## src/rtl/core/smx_pkg.sv

```systemverilog
`default_nettype none
package smx_pkg;

  localparam int OPC_W  = 4;
  localparam int LVL_W  = 4;
  localparam int WORD_W = 32;
  localparam int PC_O_W = 7;
  localparam int BP_O_W = 6;
  localparam int SP_O_W = 7;
  localparam int FLT_W  = 2;

  typedef logic [OPC_W-1:0]  opcode_t;
  typedef logic [WORD_W-1:0] word_t;
  typedef logic [FLT_W-1:0]  fault_t;

  // Instruction opcodes.
  localparam opcode_t OP_LIT = 4'd1;
  localparam opcode_t OP_OPR = 4'd2;
  localparam opcode_t OP_LOD = 4'd3;
  localparam opcode_t OP_STO = 4'd4;
  localparam opcode_t OP_CAL = 4'd5;
  localparam opcode_t OP_INC = 4'd6;
  localparam opcode_t OP_JMP = 4'd7;
  localparam opcode_t OP_JPC = 4'd8;
  localparam opcode_t OP_SYS = 4'd9;

  // OPR selectors.
  localparam word_t OPR_RTN = 32'd0;
  localparam word_t OPR_NEG = 32'd1;
  localparam word_t OPR_ADD = 32'd2;
  localparam word_t OPR_SUB = 32'd3;
  localparam word_t OPR_MUL = 32'd4;
  localparam word_t OPR_DIV = 32'd5;
  localparam word_t OPR_ODD = 32'd6;
  localparam word_t OPR_MOD = 32'd7;
  localparam word_t OPR_EQL = 32'd8;
  localparam word_t OPR_NEQ = 32'd9;
  localparam word_t OPR_LSS = 32'd10;
  localparam word_t OPR_LEQ = 32'd11;
  localparam word_t OPR_GTR = 32'd12;
  localparam word_t OPR_GEQ = 32'd13;

  // SYS functions.
  localparam word_t SYS_WRITE = 32'd1;
  localparam word_t SYS_READ  = 32'd2;
  localparam word_t SYS_HALT  = 32'd3;

  // Fault codes.
  localparam fault_t FLT_NONE  = 2'd0;
  localparam fault_t FLT_STACK = 2'd1;
  localparam fault_t FLT_DIV0  = 2'd2;
  localparam fault_t FLT_JUMP  = 2'd3;

endpackage
`default_nettype wire

```

## src/rtl/core/smx_if.sv

```systemverilog
`default_nettype none
interface smx_in_if;
  logic                              valid;
  logic                              ready;
  logic [smx_pkg::OPC_W-1:0]         opcode;
  logic [smx_pkg::LVL_W-1:0]         level;
  logic signed [smx_pkg::WORD_W-1:0] modifier;
  logic signed [smx_pkg::WORD_W-1:0] read_value;

  modport source (output valid, opcode, level, modifier, read_value, input ready);
  modport sink   (input valid, opcode, level, modifier, read_value, output ready);
endinterface

interface smx_out_if;
  logic                              valid;
  logic                              ready;
  logic [smx_pkg::PC_O_W-1:0]        next_pc;
  logic [smx_pkg::BP_O_W-1:0]        frame_base_out;
  logic signed [smx_pkg::SP_O_W-1:0] stack_top_index;
  logic signed [smx_pkg::WORD_W-1:0] top_value;
  logic                              write_valid;
  logic signed [smx_pkg::WORD_W-1:0] write_value;
  logic                              halted_out;
  logic [smx_pkg::FLT_W-1:0]         fault;

  modport source (output valid, next_pc, frame_base_out, stack_top_index, top_value,
                  write_valid, write_value, halted_out, fault, input ready);
  modport sink   (input valid, next_pc, frame_base_out, stack_top_index, top_value,
                  write_valid, write_value, halted_out, fault, output ready);
endinterface
`default_nettype wire

```

## src/rtl/core/smx_ram.sv

```systemverilog
`default_nettype none
module smx_ram #(
  parameter int WIDTH = 32,
  parameter int DEPTH = 64
) (
  input  wire logic                     clk,
  input  wire logic                     we,
  input  wire logic [$clog2(DEPTH)-1:0] waddr,
  input  wire logic [WIDTH-1:0]         wdata,
  input  wire logic [$clog2(DEPTH)-1:0] raddr,
  output logic [WIDTH-1:0]              rdata
);

  logic [WIDTH-1:0] mem [DEPTH];

  always_ff @(posedge clk) begin
    if (we) begin
      mem[waddr] <= wdata;
    end
    rdata <= mem[raddr];
  end

endmodule
`default_nettype wire

```

## src/rtl/core/smx_div.sv

```systemverilog
`default_nettype none
module smx_div (
  input  wire logic                    clk,
  input  wire logic                    rst_n,
  input  wire logic                    start,
  input  wire logic [smx_pkg::WORD_W-1:0] dividend,
  input  wire logic [smx_pkg::WORD_W-1:0] divisor,
  output logic                         done,
  output logic [smx_pkg::WORD_W-1:0]   quot,
  output logic [smx_pkg::WORD_W-1:0]   rem
);

  localparam int W = smx_pkg::WORD_W;

  logic         busy_r, done_r;
  logic [4:0]   cnt_r;
  logic [W-1:0] q_r, r_r, d_r;
  logic         negq_r, negr_r;
  logic [W:0]   sh, diff;

  // One quotient bit per cycle on magnitudes; signs fixed at the end.
  assign sh   = {r_r, q_r[W-1]};
  assign diff = sh - {1'b0, d_r};

  always_ff @(posedge clk) begin
    if (!rst_n) begin
      busy_r <= 1'b0;
      done_r <= 1'b0;
      cnt_r  <= '0;
    end else begin
      done_r <= 1'b0;
      if (start) begin
        busy_r <= 1'b1;
        cnt_r  <= '0;
      end else if (busy_r) begin
        cnt_r <= cnt_r + 5'd1;
        if (cnt_r == 5'd31) begin
          busy_r <= 1'b0;
          done_r <= 1'b1;
        end
      end
    end
  end

  always_ff @(posedge clk) begin
    if (start) begin
      q_r    <= dividend[W-1] ? (~dividend + 1'b1) : dividend;
      d_r    <= divisor[W-1] ? (~divisor + 1'b1) : divisor;
      r_r    <= '0;
      negq_r <= dividend[W-1] ^ divisor[W-1];
      negr_r <= dividend[W-1];
    end else if (busy_r) begin
      if (!diff[W]) begin
        r_r <= diff[W-1:0];
        q_r <= {q_r[W-2:0], 1'b1};
      end else begin
        r_r <= sh[W-1:0];
        q_r <= {q_r[W-2:0], 1'b0};
      end
    end
  end

  assign done = done_r;
  assign quot = negq_r ? (~q_r + 1'b1) : q_r;
  assign rem  = negr_r ? (~r_r + 1'b1) : r_r;

endmodule
`default_nettype wire

```

## src/rtl/core/stack_machine_execute.sv

```systemverilog
`default_nettype none
// Executes one P-machine instruction per request and returns one result per
// request. The data stack lives in a single synchronous RAM with one write and
// one registered read port; after reset a clearing pass writes zero to every
// entry, during which no request is taken. Unless halted, every instruction
// then goes through a sequencer that reads the top two stack entries, walks
// 'level' static links for LOD, STO and CAL (S_WALK then S_WHOP per hop),
// reads two frame words, executes, and reads back the new top. A request is
// accepted only in the idle state and its result is loaded into the output
// register in S_OUT; no request is taken while one is in progress. A division
// or modulo by a non-zero divisor waits in S_DIVW (one quotient bit per cycle
// in the divider) and a call passes through S_WR for its extra frame writes.
// Once halted, a request goes from idle straight to reading back the top. The
// result sits in an output register, so the next request is taken while a
// result waits; the sequencer only stalls when that register is still full as
// the following result is ready.
module stack_machine_execute #(
  parameter int STACK_DEPTH = 64,
  parameter int CODE_SIZE   = 128
) (
  input  wire logic clk,
  input  wire logic rst_n,
  smx_in_if.sink    in_ch,
  smx_out_if.source out_ch
);

  localparam int AW  = $clog2(STACK_DEPTH);
  localparam int SPW = AW + 1;
  localparam int PCW = $clog2(CODE_SIZE);
  localparam int W   = smx_pkg::WORD_W;

  localparam logic [3:0] S_CLR  = 4'd0;
  localparam logic [3:0] S_IDLE = 4'd1;
  localparam logic [3:0] S_RT   = 4'd2;
  localparam logic [3:0] S_RX   = 4'd3;
  localparam logic [3:0] S_XC   = 4'd4;
  localparam logic [3:0] S_WALK = 4'd5;
  localparam logic [3:0] S_WHOP = 4'd6;
  localparam logic [3:0] S_PRE  = 4'd7;
  localparam logic [3:0] S_P1   = 4'd8;
  localparam logic [3:0] S_P2   = 4'd9;
  localparam logic [3:0] S_DIVW = 4'd10;
  localparam logic [3:0] S_EXEC = 4'd11;
  localparam logic [3:0] S_WR   = 4'd12;
  localparam logic [3:0] S_TOP  = 4'd13;
  localparam logic [3:0] S_TOPW = 4'd14;
  localparam logic [3:0] S_OUT  = 4'd15;

  function automatic logic in_stk(input logic signed [33:0] v);
    in_stk = (v >= 0) && (v < STACK_DEPTH);
  endfunction

  function automatic logic in_code(input logic signed [33:0] v);
    in_code = (v >= 0) && (v < CODE_SIZE);
  endfunction

  // Architectural state.
  logic [3:0]            state_r;
  logic [AW:0]           clr_r;
  logic signed [SPW-1:0] sp_r;
  logic [AW-1:0]         bp_r;
  logic [PCW-1:0]        pc_r;
  logic                  halt_r;

  // Per-instruction working registers.
  logic [smx_pkg::OPC_W-1:0] op_r;
  logic [smx_pkg::LVL_W-1:0] cnt_r;
  logic [W-1:0]              m_r, rd_r, t_r, x_r, d1_r, d2_r, b_r, top_r;
  logic [PCW-1:0]            npc_r;
  logic                      walk_bad_r;
  logic [AW-1:0]             cal_bp_r;
  logic [1:0]                wcnt_r;

  // Result register.
  logic                  out_valid_r;
  logic                  wv_r;
  logic [W-1:0]          wval_r;
  smx_pkg::fault_t       fault_r;

  logic signed [33:0] sp34, bp34, m34, b34, t34, x34;
  assign sp34 = {{(34-SPW){sp_r[SPW-1]}}, sp_r};
  assign bp34 = {{(34-AW){1'b0}}, bp_r};
  assign m34  = {{2{m_r[W-1]}}, m_r};
  assign b34  = {{2{b_r[W-1]}}, b_r};
  assign t34  = {{2{t_r[W-1]}}, t_r};
  assign x34  = {{2{x_r[W-1]}}, x_r};

  logic signed [33:0] bm34, a1_34;
  assign bm34  = b34 + m34;
  assign a1_34 = (op_r == smx_pkg::OP_OPR) ? (bp34 + 34'sd1) : bm34;

  // Divider for DIV and MOD.
  logic         div_start, div_done;
  logic [W-1:0] div_q, div_r;
  logic         is_divop;

  assign is_divop = (op_r == smx_pkg::OP_OPR) &&
                    ((m_r == smx_pkg::OPR_DIV) || (m_r == smx_pkg::OPR_MOD));
  assign div_start = (state_r == S_P2) && is_divop && (t_r != '0);

  smx_div u_div (
    .clk      (clk),
    .rst_n    (rst_n),
    .start    (div_start),
    .dividend (x_r),
    .divisor  (t_r),
    .done     (div_done),
    .quot     (div_q),
    .rem      (div_r)
  );

  // Execute stage decisions.
  logic signed [SPW-1:0] ex_sp;
  logic [AW-1:0]         ex_bp;
  logic [PCW-1:0]        ex_pc;
  logic                  ex_halt, ex_we, ex_cal, ex_wv;
  logic [AW-1:0]         ex_waddr;
  logic [W-1:0]          ex_wdata, alu_r, mul_lo;
  smx_pkg::fault_t       ex_fault;
  logic signed [33:0]    nbp34, ra34, inc34;
  logic                  walk_fail;

  assign mul_lo = 32'(x_r * t_r);
  assign nbp34  = {{2{d1_r[W-1]}}, d1_r};
  assign ra34   = {{2{d2_r[W-1]}}, d2_r};
  assign inc34  = sp34 + m34;
  assign walk_fail = walk_bad_r || !in_stk(b34);

  always_comb begin
    case (m_r)
      smx_pkg::OPR_ADD: alu_r = x_r + t_r;
      smx_pkg::OPR_SUB: alu_r = x_r - t_r;
      smx_pkg::OPR_MUL: alu_r = mul_lo;
      smx_pkg::OPR_DIV: alu_r = (t_r == '0) ? '0 : div_q;
      smx_pkg::OPR_MOD: alu_r = (t_r == '0) ? '0 : div_r;
      smx_pkg::OPR_EQL: alu_r = {31'd0, x34 == t34};
      smx_pkg::OPR_NEQ: alu_r = {31'd0, x34 != t34};
      smx_pkg::OPR_LSS: alu_r = {31'd0, x34 <  t34};
      smx_pkg::OPR_LEQ: alu_r = {31'd0, x34 <= t34};
      smx_pkg::OPR_GTR: alu_r = {31'd0, x34 >  t34};
      default:          alu_r = {31'd0, x34 >= t34};
    endcase
  end

  always_comb begin
    ex_sp    = sp_r;
    ex_bp    = bp_r;
    ex_pc    = npc_r;
    ex_halt  = 1'b0;
    ex_we    = 1'b0;
    ex_cal   = 1'b0;
    ex_wv    = 1'b0;
    ex_waddr = sp_r[AW-1:0];
    ex_wdata = t_r;
    ex_fault = smx_pkg::FLT_NONE;
    unique case (op_r)
      smx_pkg::OP_LIT: begin
        if (!in_stk(sp34 + 34'sd1)) begin
          ex_fault = smx_pkg::FLT_STACK;
        end else begin
          ex_we    = 1'b1;
          ex_waddr = AW'(sp34 + 34'sd1);
          ex_wdata = m_r;
          ex_sp    = SPW'(sp34 + 34'sd1);
        end
      end
      smx_pkg::OP_OPR: begin
        if (m_r == smx_pkg::OPR_RTN) begin
          if (!in_stk(sp34) || !in_stk(bp34 - 34'sd1) || !in_stk(bp34 + 34'sd2) ||
              !in_stk(nbp34)) begin
            ex_fault = smx_pkg::FLT_STACK;
          end else if (!in_code(ra34)) begin
            ex_fault = smx_pkg::FLT_JUMP;
          end else begin
            ex_we    = 1'b1;
            ex_waddr = AW'(bp34 - 34'sd1);
            ex_wdata = t_r;
            ex_sp    = SPW'(bp34 - 34'sd1);
            ex_bp    = AW'(nbp34);
            ex_pc    = PCW'(ra34);
          end
        end else if ((m_r == smx_pkg::OPR_NEG) || (m_r == smx_pkg::OPR_ODD)) begin
          if (!in_stk(sp34)) begin
            ex_fault = smx_pkg::FLT_STACK;
          end else begin
            ex_we    = 1'b1;
            ex_wdata = (m_r == smx_pkg::OPR_NEG) ? (~t_r + 1'b1) : {31'd0, t_r[0]};
          end
        end else if ((m_r >= smx_pkg::OPR_ADD) && (m_r <= smx_pkg::OPR_GEQ)) begin
          if (!in_stk(sp34) || (sp34 < 34'sd1)) begin
            ex_fault = smx_pkg::FLT_STACK;
          end else begin
            if (is_divop && (t_r == '0)) begin
              ex_fault = smx_pkg::FLT_DIV0;
            end
            ex_we    = 1'b1;
            ex_waddr = AW'(sp34 - 34'sd1);
            ex_wdata = alu_r;
            ex_sp    = SPW'(sp34 - 34'sd1);
          end
        end
      end
      smx_pkg::OP_LOD: begin
        if (walk_fail || !in_stk(bm34) || !in_stk(sp34 + 34'sd1)) begin
          ex_fault = smx_pkg::FLT_STACK;
        end else begin
          ex_we    = 1'b1;
          ex_waddr = AW'(sp34 + 34'sd1);
          ex_wdata = d1_r;
          ex_sp    = SPW'(sp34 + 34'sd1);
        end
      end
      smx_pkg::OP_STO: begin
        if (walk_fail || !in_stk(bm34) || !in_stk(sp34)) begin
          ex_fault = smx_pkg::FLT_STACK;
        end else begin
          ex_we    = 1'b1;
          ex_waddr = AW'(bm34);
          ex_wdata = t_r;
          ex_sp    = SPW'(sp34 - 34'sd1);
        end
      end
      smx_pkg::OP_CAL: begin
        if (walk_fail || !in_stk(sp34) || !in_stk(sp34 + 34'sd4)) begin
          ex_fault = smx_pkg::FLT_STACK;
        end else if (!in_code(m34)) begin
          ex_fault = smx_pkg::FLT_JUMP;
        end else begin
          ex_we    = 1'b1;
          ex_cal   = 1'b1;
          ex_waddr = AW'(sp34 + 34'sd1);
          ex_wdata = b_r;
          ex_bp    = AW'(sp34 + 34'sd1);
          ex_pc    = PCW'(m34);
        end
      end
      smx_pkg::OP_INC: begin
        if ((inc34 < -34'sd1) || (inc34 >= STACK_DEPTH)) begin
          ex_fault = smx_pkg::FLT_STACK;
        end else begin
          ex_sp = SPW'(inc34);
        end
      end
      smx_pkg::OP_JMP: begin
        if (!in_code(m34)) begin
          ex_fault = smx_pkg::FLT_JUMP;
        end else begin
          ex_pc = PCW'(m34);
        end
      end
      smx_pkg::OP_JPC: begin
        if (!in_stk(sp34)) begin
          ex_fault = smx_pkg::FLT_STACK;
        end else if ((t_r == '0) && !in_code(m34)) begin
          ex_fault = smx_pkg::FLT_JUMP;
        end else begin
          if (t_r == '0) begin
            ex_pc = PCW'(m34);
          end
          ex_sp = SPW'(sp34 - 34'sd1);
        end
      end
      smx_pkg::OP_SYS: begin
        if (m_r == smx_pkg::SYS_WRITE) begin
          if (!in_stk(sp34)) begin
            ex_fault = smx_pkg::FLT_STACK;
          end else begin
            ex_wv = 1'b1;
            ex_sp = SPW'(sp34 - 34'sd1);
          end
        end else if (m_r == smx_pkg::SYS_READ) begin
          if (!in_stk(sp34 + 34'sd1)) begin
            ex_fault = smx_pkg::FLT_STACK;
          end else begin
            ex_we    = 1'b1;
            ex_waddr = AW'(sp34 + 34'sd1);
            ex_wdata = rd_r;
            ex_sp    = SPW'(sp34 + 34'sd1);
          end
        end else if (m_r == smx_pkg::SYS_HALT) begin
          ex_halt = 1'b1;
        end
      end
      default: begin
      end
    endcase
  end

  // Stack memory ports.
  logic          ram_we;
  logic [AW-1:0] ram_waddr, ram_raddr;
  logic [W-1:0]  ram_wdata, ram_rdata;
  logic [AW:0]   cal_off;

  assign cal_off = {{(AW-1){1'b0}}, wcnt_r} + 1'b1;

  always_comb begin
    ram_we    = 1'b0;
    ram_waddr = clr_r[AW-1:0];
    ram_wdata = '0;
    case (state_r)
      S_CLR: begin
        ram_we = 1'b1;
      end
      S_EXEC: begin
        ram_we    = ex_we;
        ram_waddr = ex_waddr;
        ram_wdata = ex_wdata;
      end
      S_WR: begin
        // Call frame: dynamic link, return address, copy of caller top.
        ram_we    = 1'b1;
        ram_waddr = AW'(sp34 + {{(33-AW){1'b0}}, cal_off});
        case (wcnt_r)
          2'd1:    ram_wdata = {{(W-AW){1'b0}}, cal_bp_r};
          2'd2:    ram_wdata = {{(W-PCW){1'b0}}, npc_r};
          default: ram_wdata = t_r;
        endcase
      end
      default: begin
      end
    endcase
  end

  always_comb begin
    case (state_r)
      S_RX:    ram_raddr = AW'(sp34 - 34'sd1);
      S_WALK:  ram_raddr = b_r[AW-1:0];
      S_PRE:   ram_raddr = AW'(a1_34);
      S_P1:    ram_raddr = AW'(bp34 + 34'sd2);
      default: ram_raddr = sp_r[AW-1:0];
    endcase
  end

  smx_ram #(.WIDTH(W), .DEPTH(STACK_DEPTH)) u_stack (
    .clk   (clk),
    .we    (ram_we),
    .waddr (ram_waddr),
    .wdata (ram_wdata),
    .raddr (ram_raddr),
    .rdata (ram_rdata)
  );

  logic out_free;
  assign out_free = !out_valid_r || out_ch.ready;

  // Sequencer.
  always_ff @(posedge clk) begin
    if (!rst_n) begin
      state_r     <= S_CLR;
      clr_r       <= '0;
      sp_r        <= '1;
      bp_r        <= '0;
      pc_r        <= '0;
      halt_r      <= 1'b0;
      out_valid_r <= 1'b0;
    end else begin
      // A new result replaces the one being taken; otherwise a taken result
      // empties the output register.
      if ((state_r == S_OUT) && out_free) begin
        out_valid_r <= 1'b1;
      end else if (out_ch.ready) begin
        out_valid_r <= 1'b0;
      end
      unique case (state_r)
        S_CLR: begin
          clr_r <= clr_r + 1'b1;
          if (clr_r == (AW+1)'(STACK_DEPTH - 1)) begin
            state_r <= S_IDLE;
          end
        end
        S_IDLE: begin
          if (in_ch.valid) begin
            state_r <= halt_r ? S_TOP : S_RT;
          end
        end
        S_RT:   state_r <= S_RX;
        S_RX:   state_r <= S_XC;
        S_XC:   state_r <= S_WALK;
        S_WALK: begin
          state_r <= ((cnt_r == '0) || !in_stk(b34)) ? S_PRE : S_WHOP;
        end
        S_WHOP: state_r <= S_WALK;
        S_PRE:  state_r <= S_P1;
        S_P1:   state_r <= S_P2;
        S_P2:   state_r <= div_start ? S_DIVW : S_EXEC;
        S_DIVW: begin
          if (div_done) begin
            state_r <= S_EXEC;
          end
        end
        S_EXEC: begin
          sp_r    <= ex_sp;
          bp_r    <= ex_bp;
          pc_r    <= ex_pc;
          halt_r  <= ex_halt;
          state_r <= ex_cal ? S_WR : S_TOP;
        end
        S_WR: begin
          if (wcnt_r == 2'd3) begin
            state_r <= S_TOP;
          end
        end
        S_TOP:  state_r <= S_TOPW;
        S_TOPW: state_r <= S_OUT;
        S_OUT: begin
          if (out_free) begin
            state_r <= S_IDLE;
          end
        end
        default: state_r <= S_IDLE;
      endcase
    end
  end

  // Working registers, no reset needed.
  always_ff @(posedge clk) begin
    case (state_r)
      S_IDLE: begin
        op_r       <= in_ch.opcode;
        m_r        <= in_ch.modifier;
        rd_r       <= in_ch.read_value;
        npc_r      <= (pc_r == PCW'(CODE_SIZE - 1)) ? '0 : pc_r + 1'b1;
        b_r        <= {{(W-AW){1'b0}}, bp_r};
        walk_bad_r <= 1'b0;
        wcnt_r     <= 2'd1;
        cal_bp_r   <= bp_r;
        wv_r       <= 1'b0;
        wval_r     <= '0;
        fault_r    <= smx_pkg::FLT_NONE;
        if ((in_ch.opcode == smx_pkg::OP_LOD) || (in_ch.opcode == smx_pkg::OP_STO) ||
            (in_ch.opcode == smx_pkg::OP_CAL)) begin
          cnt_r <= in_ch.level;
        end else begin
          cnt_r <= '0;
        end
      end
      S_RX: t_r <= ram_rdata;
      S_XC: x_r <= ram_rdata;
      S_WALK: begin
        if ((cnt_r != '0) && !in_stk(b34)) begin
          walk_bad_r <= 1'b1;
        end
      end
      S_WHOP: begin
        b_r   <= ram_rdata;
        cnt_r <= cnt_r - 1'b1;
      end
      S_P1: d1_r <= ram_rdata;
      S_P2: d2_r <= ram_rdata;
      S_EXEC: begin
        fault_r <= ex_fault;
        wv_r    <= ex_wv;
        wval_r  <= ex_wv ? t_r : '0;
      end
      S_WR: wcnt_r <= wcnt_r + 1'b1;
      S_TOPW: top_r <= sp_r[SPW-1] ? '0 : ram_rdata;
      default: begin
      end
    endcase
  end

  // The result register is loaded in S_OUT; its fields only change there.
  logic [W-1:0]            o_top_r, o_wval_r;
  logic [PCW-1:0]          o_pc_r;
  logic [AW-1:0]           o_bp_r;
  logic signed [SPW-1:0]   o_sp_r;
  logic                    o_wv_r, o_halt_r;
  smx_pkg::fault_t         o_fault_r;

  always_ff @(posedge clk) begin
    if ((state_r == S_OUT) && out_free) begin
      o_top_r   <= top_r;
      o_wval_r  <= wval_r;
      o_pc_r    <= pc_r;
      o_bp_r    <= bp_r;
      o_sp_r    <= sp_r;
      o_wv_r    <= wv_r;
      o_halt_r  <= halt_r;
      o_fault_r <= fault_r;
    end
  end

  assign in_ch.ready            = (state_r == S_IDLE);
  assign out_ch.valid           = out_valid_r;
  assign out_ch.next_pc         = smx_pkg::PC_O_W'(o_pc_r);
  assign out_ch.frame_base_out  = smx_pkg::BP_O_W'(o_bp_r);
  assign out_ch.stack_top_index = smx_pkg::SP_O_W'(o_sp_r);
  assign out_ch.top_value       = o_top_r;
  assign out_ch.write_valid     = o_wv_r;
  assign out_ch.write_value     = o_wval_r;
  assign out_ch.halted_out      = o_halt_r;
  assign out_ch.fault           = o_fault_r;

endmodule
`default_nettype wire

```

## src/flat_wrapper.sv

```systemverilog
// flat-port wrapper written by rule: the top's interface ports become plain ports
module stack_machine_execute_flat 
#(
  parameter int STACK_DEPTH = 64,
  parameter int CODE_SIZE   = 128
)
  (clk, rst_n, in_ch_valid, in_ch_opcode, in_ch_level, in_ch_modifier, in_ch_read_value, in_ch_ready, out_ch_valid, out_ch_next_pc, out_ch_frame_base_out, out_ch_stack_top_index, out_ch_top_value, out_ch_write_valid, out_ch_write_value, out_ch_halted_out, out_ch_fault, out_ch_ready);
  smx_in_if in_ch_i ();
  smx_out_if out_ch_i ();
  input  wire logic clk;
  input  wire logic rst_n;
  input wire logic [$bits(in_ch_i.valid)-1:0] in_ch_valid;
  input wire logic [$bits(in_ch_i.opcode)-1:0] in_ch_opcode;
  input wire logic [$bits(in_ch_i.level)-1:0] in_ch_level;
  input wire logic [$bits(in_ch_i.modifier)-1:0] in_ch_modifier;
  input wire logic [$bits(in_ch_i.read_value)-1:0] in_ch_read_value;
  output wire logic [$bits(in_ch_i.ready)-1:0] in_ch_ready;
  output wire logic [$bits(out_ch_i.valid)-1:0] out_ch_valid;
  output wire logic [$bits(out_ch_i.next_pc)-1:0] out_ch_next_pc;
  output wire logic [$bits(out_ch_i.frame_base_out)-1:0] out_ch_frame_base_out;
  output wire logic [$bits(out_ch_i.stack_top_index)-1:0] out_ch_stack_top_index;
  output wire logic [$bits(out_ch_i.top_value)-1:0] out_ch_top_value;
  output wire logic [$bits(out_ch_i.write_valid)-1:0] out_ch_write_valid;
  output wire logic [$bits(out_ch_i.write_value)-1:0] out_ch_write_value;
  output wire logic [$bits(out_ch_i.halted_out)-1:0] out_ch_halted_out;
  output wire logic [$bits(out_ch_i.fault)-1:0] out_ch_fault;
  input wire logic [$bits(out_ch_i.ready)-1:0] out_ch_ready;
  assign in_ch_i.valid = in_ch_valid;
  assign in_ch_i.opcode = in_ch_opcode;
  assign in_ch_i.level = in_ch_level;
  assign in_ch_i.modifier = in_ch_modifier;
  assign in_ch_i.read_value = in_ch_read_value;
  assign in_ch_ready = in_ch_i.ready;
  assign out_ch_valid = out_ch_i.valid;
  assign out_ch_next_pc = out_ch_i.next_pc;
  assign out_ch_frame_base_out = out_ch_i.frame_base_out;
  assign out_ch_stack_top_index = out_ch_i.stack_top_index;
  assign out_ch_top_value = out_ch_i.top_value;
  assign out_ch_write_valid = out_ch_i.write_valid;
  assign out_ch_write_value = out_ch_i.write_value;
  assign out_ch_halted_out = out_ch_i.halted_out;
  assign out_ch_fault = out_ch_i.fault;
  assign out_ch_i.ready = out_ch_ready;
  stack_machine_execute #(.STACK_DEPTH(STACK_DEPTH), .CODE_SIZE(CODE_SIZE)) u_core (.clk(clk), .rst_n(rst_n), .in_ch(in_ch_i), .out_ch(out_ch_i));
endmodule
```

## config.mk

```make
export PLATFORM = sky130hd
export DESIGN_NAME = stack_machine_execute_flat
export DESIGN_NICKNAME = d
export VERILOG_FILES = /design/src/rtl/core/smx_pkg.sv /design/src/rtl/core/smx_if.sv /design/src/rtl/core/smx_ram.sv /design/src/rtl/core/smx_div.sv /design/src/rtl/core/stack_machine_execute.sv /design/src/flat_wrapper.sv
export SDC_FILE = /design/constraint.sdc
export NUM_CORES = 2
export LEC_CHECK = 0
export ABC_CLOCK_PERIOD_IN_PS = 26300
export BUFFER_PORTS_ARGS = -buffer_cell sky130_fd_sc_hd__buf_2
export CORE_MARGIN = 2
export CORE_UTILIZATION = 31
export CTS_BUF_LIST = sky130_fd_sc_hd__clkbuf_16
export DETAILED_ROUTE_END_ITERATION = 8
export PLACE_DENSITY_LB_ADDON = 0.2
export SLEW_MARGIN = 20
export SYNTH_ARGS = -nofsm -noshare
export SYNTH_HDL_FRONTEND = slang
export SYNTH_SLANG_ARGS = --single-unit
```

## constraint.sdc

```tcl
create_clock -name clk -period 26.3 [get_ports clk]
set_input_delay 3.945 -clock clk [delete_from_list [all_inputs] [get_ports clk]]
set_output_delay 3.945 -clock clk [all_outputs]
set_load 0.05 [all_outputs]
```

==> flow_metrics.env <==
export IMPL_status="complete, no violations"
export IMPL_cp_start_kind="flop"
export IMPL_fin_ws_ns=16.64
export IMPL_layout_common_cells="edfxtp_1, nand2_1, inv_1"
export IMPL_p_leak_nw=47.2
export IMPL_worst_pin_slew_ns=1.28
export IMPL_synth_ff_type="edfxtp_1"
export IMPL_drt_iter0_markers=9618
export IMPL_dieWidth_um=655
export IMPL_die_h_um=655
export IMPL_required_ns=26.90
export IMPL_syn_avg_cell_area_um2=14.0
export IMPL_final_cells=15500
export IMPL_core_area_um2=423000
export IMPL_fin_skew_ns=0.0776
export IMPL_synth_edf_count=2517
export IMPL_powerDensity_nw_per_um2=65.6
export IMPL_dp_hpwl_mm=321
export IMPL_synth_warnings=0
export IMPL_cts_root_buf="clkbuf_16"
export IMPL_post_place_cells=14900
export IMPL_grt_start_max_net_pins=95
export IMPL_cts_buffers_inserted=303
export IMPL_cts_sinks=2621
export IMPL_synth_top_family_by_area="adder cells"
export IMPL_path_max_fanout=64
export IMPL_max_cap_violations=0
export IMPL_relSlewSlack=0.143
export IMPL_drive_gt1_frac=0.167
export IMPL_end_kind="flop"
export IMPL_crit_top_cell="fa_1"
export IMPL_layout_commonest_cell="edfxtp_1"
export IMPL_place_congestion=0.979
export IMPL_syn_cell_area_um2=131000
export IMPL_critPathKind="flop to flop"
export IMPL_grt_pass1_vias=85800
export IMPL_clockBufferDepth=4
export IMPL_antenna_found_initial=39
export IMPL_vias=85800
export IMPL_cpMaxStageDelayCell="o41ai_1"
export IMPL_drtPass1Iterations=8
export IMPL_worstPathArrival_ns=10.26
export IMPL_syn_to_final_growth_pct=14.4
export IMPL_vdd_ir_drop_max_mv=0.0535
export IMPL_grt_pass1_wl_mm=680
export IMPL_fmax_mhz=104
export IMPL_r2r_slack_ns=16.64
export IMPL_cts_resized=0
export IMPL_grt_total_usage=0.224
export IMPL_largest_register_ffs=2048
export IMPL_clk_transition_reported_paths_ns=0.07
export IMPL_io_pins=166
export IMPL_cts_tree="yes"
export IMPL_start_util=0.311
export IMPL_max_stage_delay_ns=0.99
export IMPL_clkLatencyLatePin_ns=0.94
export IMPL_tns_ns=0
export IMPL_synthAdderAreaFrac=0.0922
export IMPL_period_needed_ns=9.66
export IMPL_rsz0062_at_grt="false"
export IMPL_wl_per_cell_um=31.6
export IMPL_hp_class="flop to flop"
export IMPL_dpl_cell_area_um2=141000
export IMPL_synthCells=9352
export IMPL_synth_simple_area_share=0.0851
export IMPL_synth_compound_gate_area_share=0.0845
export IMPL_wirelength_mm=491
export IMPL_rows=239
export IMPL_regMostFlops="u_core.u_stack.mem"
export IMPL_syn_nets=10100
export IMPL_synth_distinct_cells=96
export IMPL_setup_violations=0
export IMPL_post_cts_setup_buffer_count=0
export IMPL_nets=10400
export IMPL_io_buffers=165
export IMPL_dieArea_um2=429000
export IMPL_nFillCells=40700
export IMPL_via_per_inst=5.53
export IMPL_htreeDepth=5
export IMPL_drc=0
export IMPL_holdWs_ns=0.414
export IMPL_muxShareOfSynthArea=0.0920
export IMPL_synth_seq_cells=2621
export IMPL_final_area_um2=150000
export IMPL_ant_nets=0
export IMPL_grt_overflow_total=0
export IMPL_slew_violations=0
export IMPL_finalCritPeriodShare=0.367
export IMPL_yosysSeqAreaShare=0.591
export IMPL_synthXorXnorAreaFrac=0.0214
export IMPL_timing_final_hold_violations=0
export IMPL_dp_slack_ns=16.79
export IMPL_hold_buffers=0
export IMPL_ys_async_sr_fraction=0
Yosys cell counts, drive strengths merged, types with 104 or more instances:
cell type	count	area, um^2
a211oi	202	1530
o21ai	347	1740
nor3	110	556
xor2	125	1090
a21oi	378	1890
ha	305	3820
nand2	841	3160
mux4	512	11500
inv	596	2240
clkbuf	465	1750
fa	414	8290
edfxtp	2517	75600
and2	431	2700
nor2	398	1490
xnor2	196	1720
dfxtp	104	2080
logic make-up after synthesis:
logic type | after synthesis
adders and majority gates | 719
and+or+nand+nor | 2293
muxes | 567
xor gates and xnor gates | 321
AOI/OAI and AO/OA | 1666
buffers and inverters | 1165
DFF | 2621
worst max-delay path: cells and delay by family (launching register included):
family	cells	cell delay [ns]
buffers and inverters	6	0.99
XOR/XNOR	1	0.14
adder cells (fa/ha/maj)	10	4.23
AO/OA/AOI/OAI	7	3.11
AND/OR/NAND/NOR	4	0.41
flip-flops	1	0.36
layout make-up:
type                    count  area (um^2)  area share
clock buffers             307         7680      0.0511
well taps                5663         7090      0.0472
diodes                     32         80.1    0.000533
flip-flops and latches   2621        77700       0.517
repair buffers            479         3230      0.0215
inverters                 601         2260      0.0150
clock inverters           244         1910      0.0127
multi-input cells        5566        50400       0.335
worst paths after layout:
kind                                                startpoint                               endpoint  cells past startpoint
worst min-delay path            u_core.top_r[27]$_SDFFCE_PP0P_  u_core.out_ch.top_value[27]$_DFFE_PP_                      0
worst max-delay path                   u_core.x_r[4]$_DFFE_PN_   u_core.u_stack.mem[34][30]$_DFFE_PP_                     28
worst min register to register  u_core.top_r[27]$_SDFFCE_PP0P_  u_core.out_ch.top_value[27]$_DFFE_PP_                      0
worst max register to register         u_core.x_r[4]$_DFFE_PN_   u_core.u_stack.mem[34][30]$_DFFE_PP_                     28
through the flow:
stage,total power [mW],util
after detailed placement,5.83,0.333
after floorplan,5.37,-
final,9.86,0.355
after global placement,5.82,0.332
after CTS,9.95,0.355
after global routing,10.2,0.355
power by group:
part	switching [mW]	leakage [nW]	internal, mW
Combinational	0.664	21.6	0.346
Clock	1.77	4.92	2.34
Sequential	0.112	20.6	4.62
per-layer routing:
layer	up-vias	global-route usage	wire [um]
met5	-	0	43
met4	6	0.106	26700
met3	924	0.0338	32600
met2	3741	0.368	232000
met1	45500	0.291	199000
li1	35700	-	-
No activity file was read; power rests on OpenSTA's default activity.
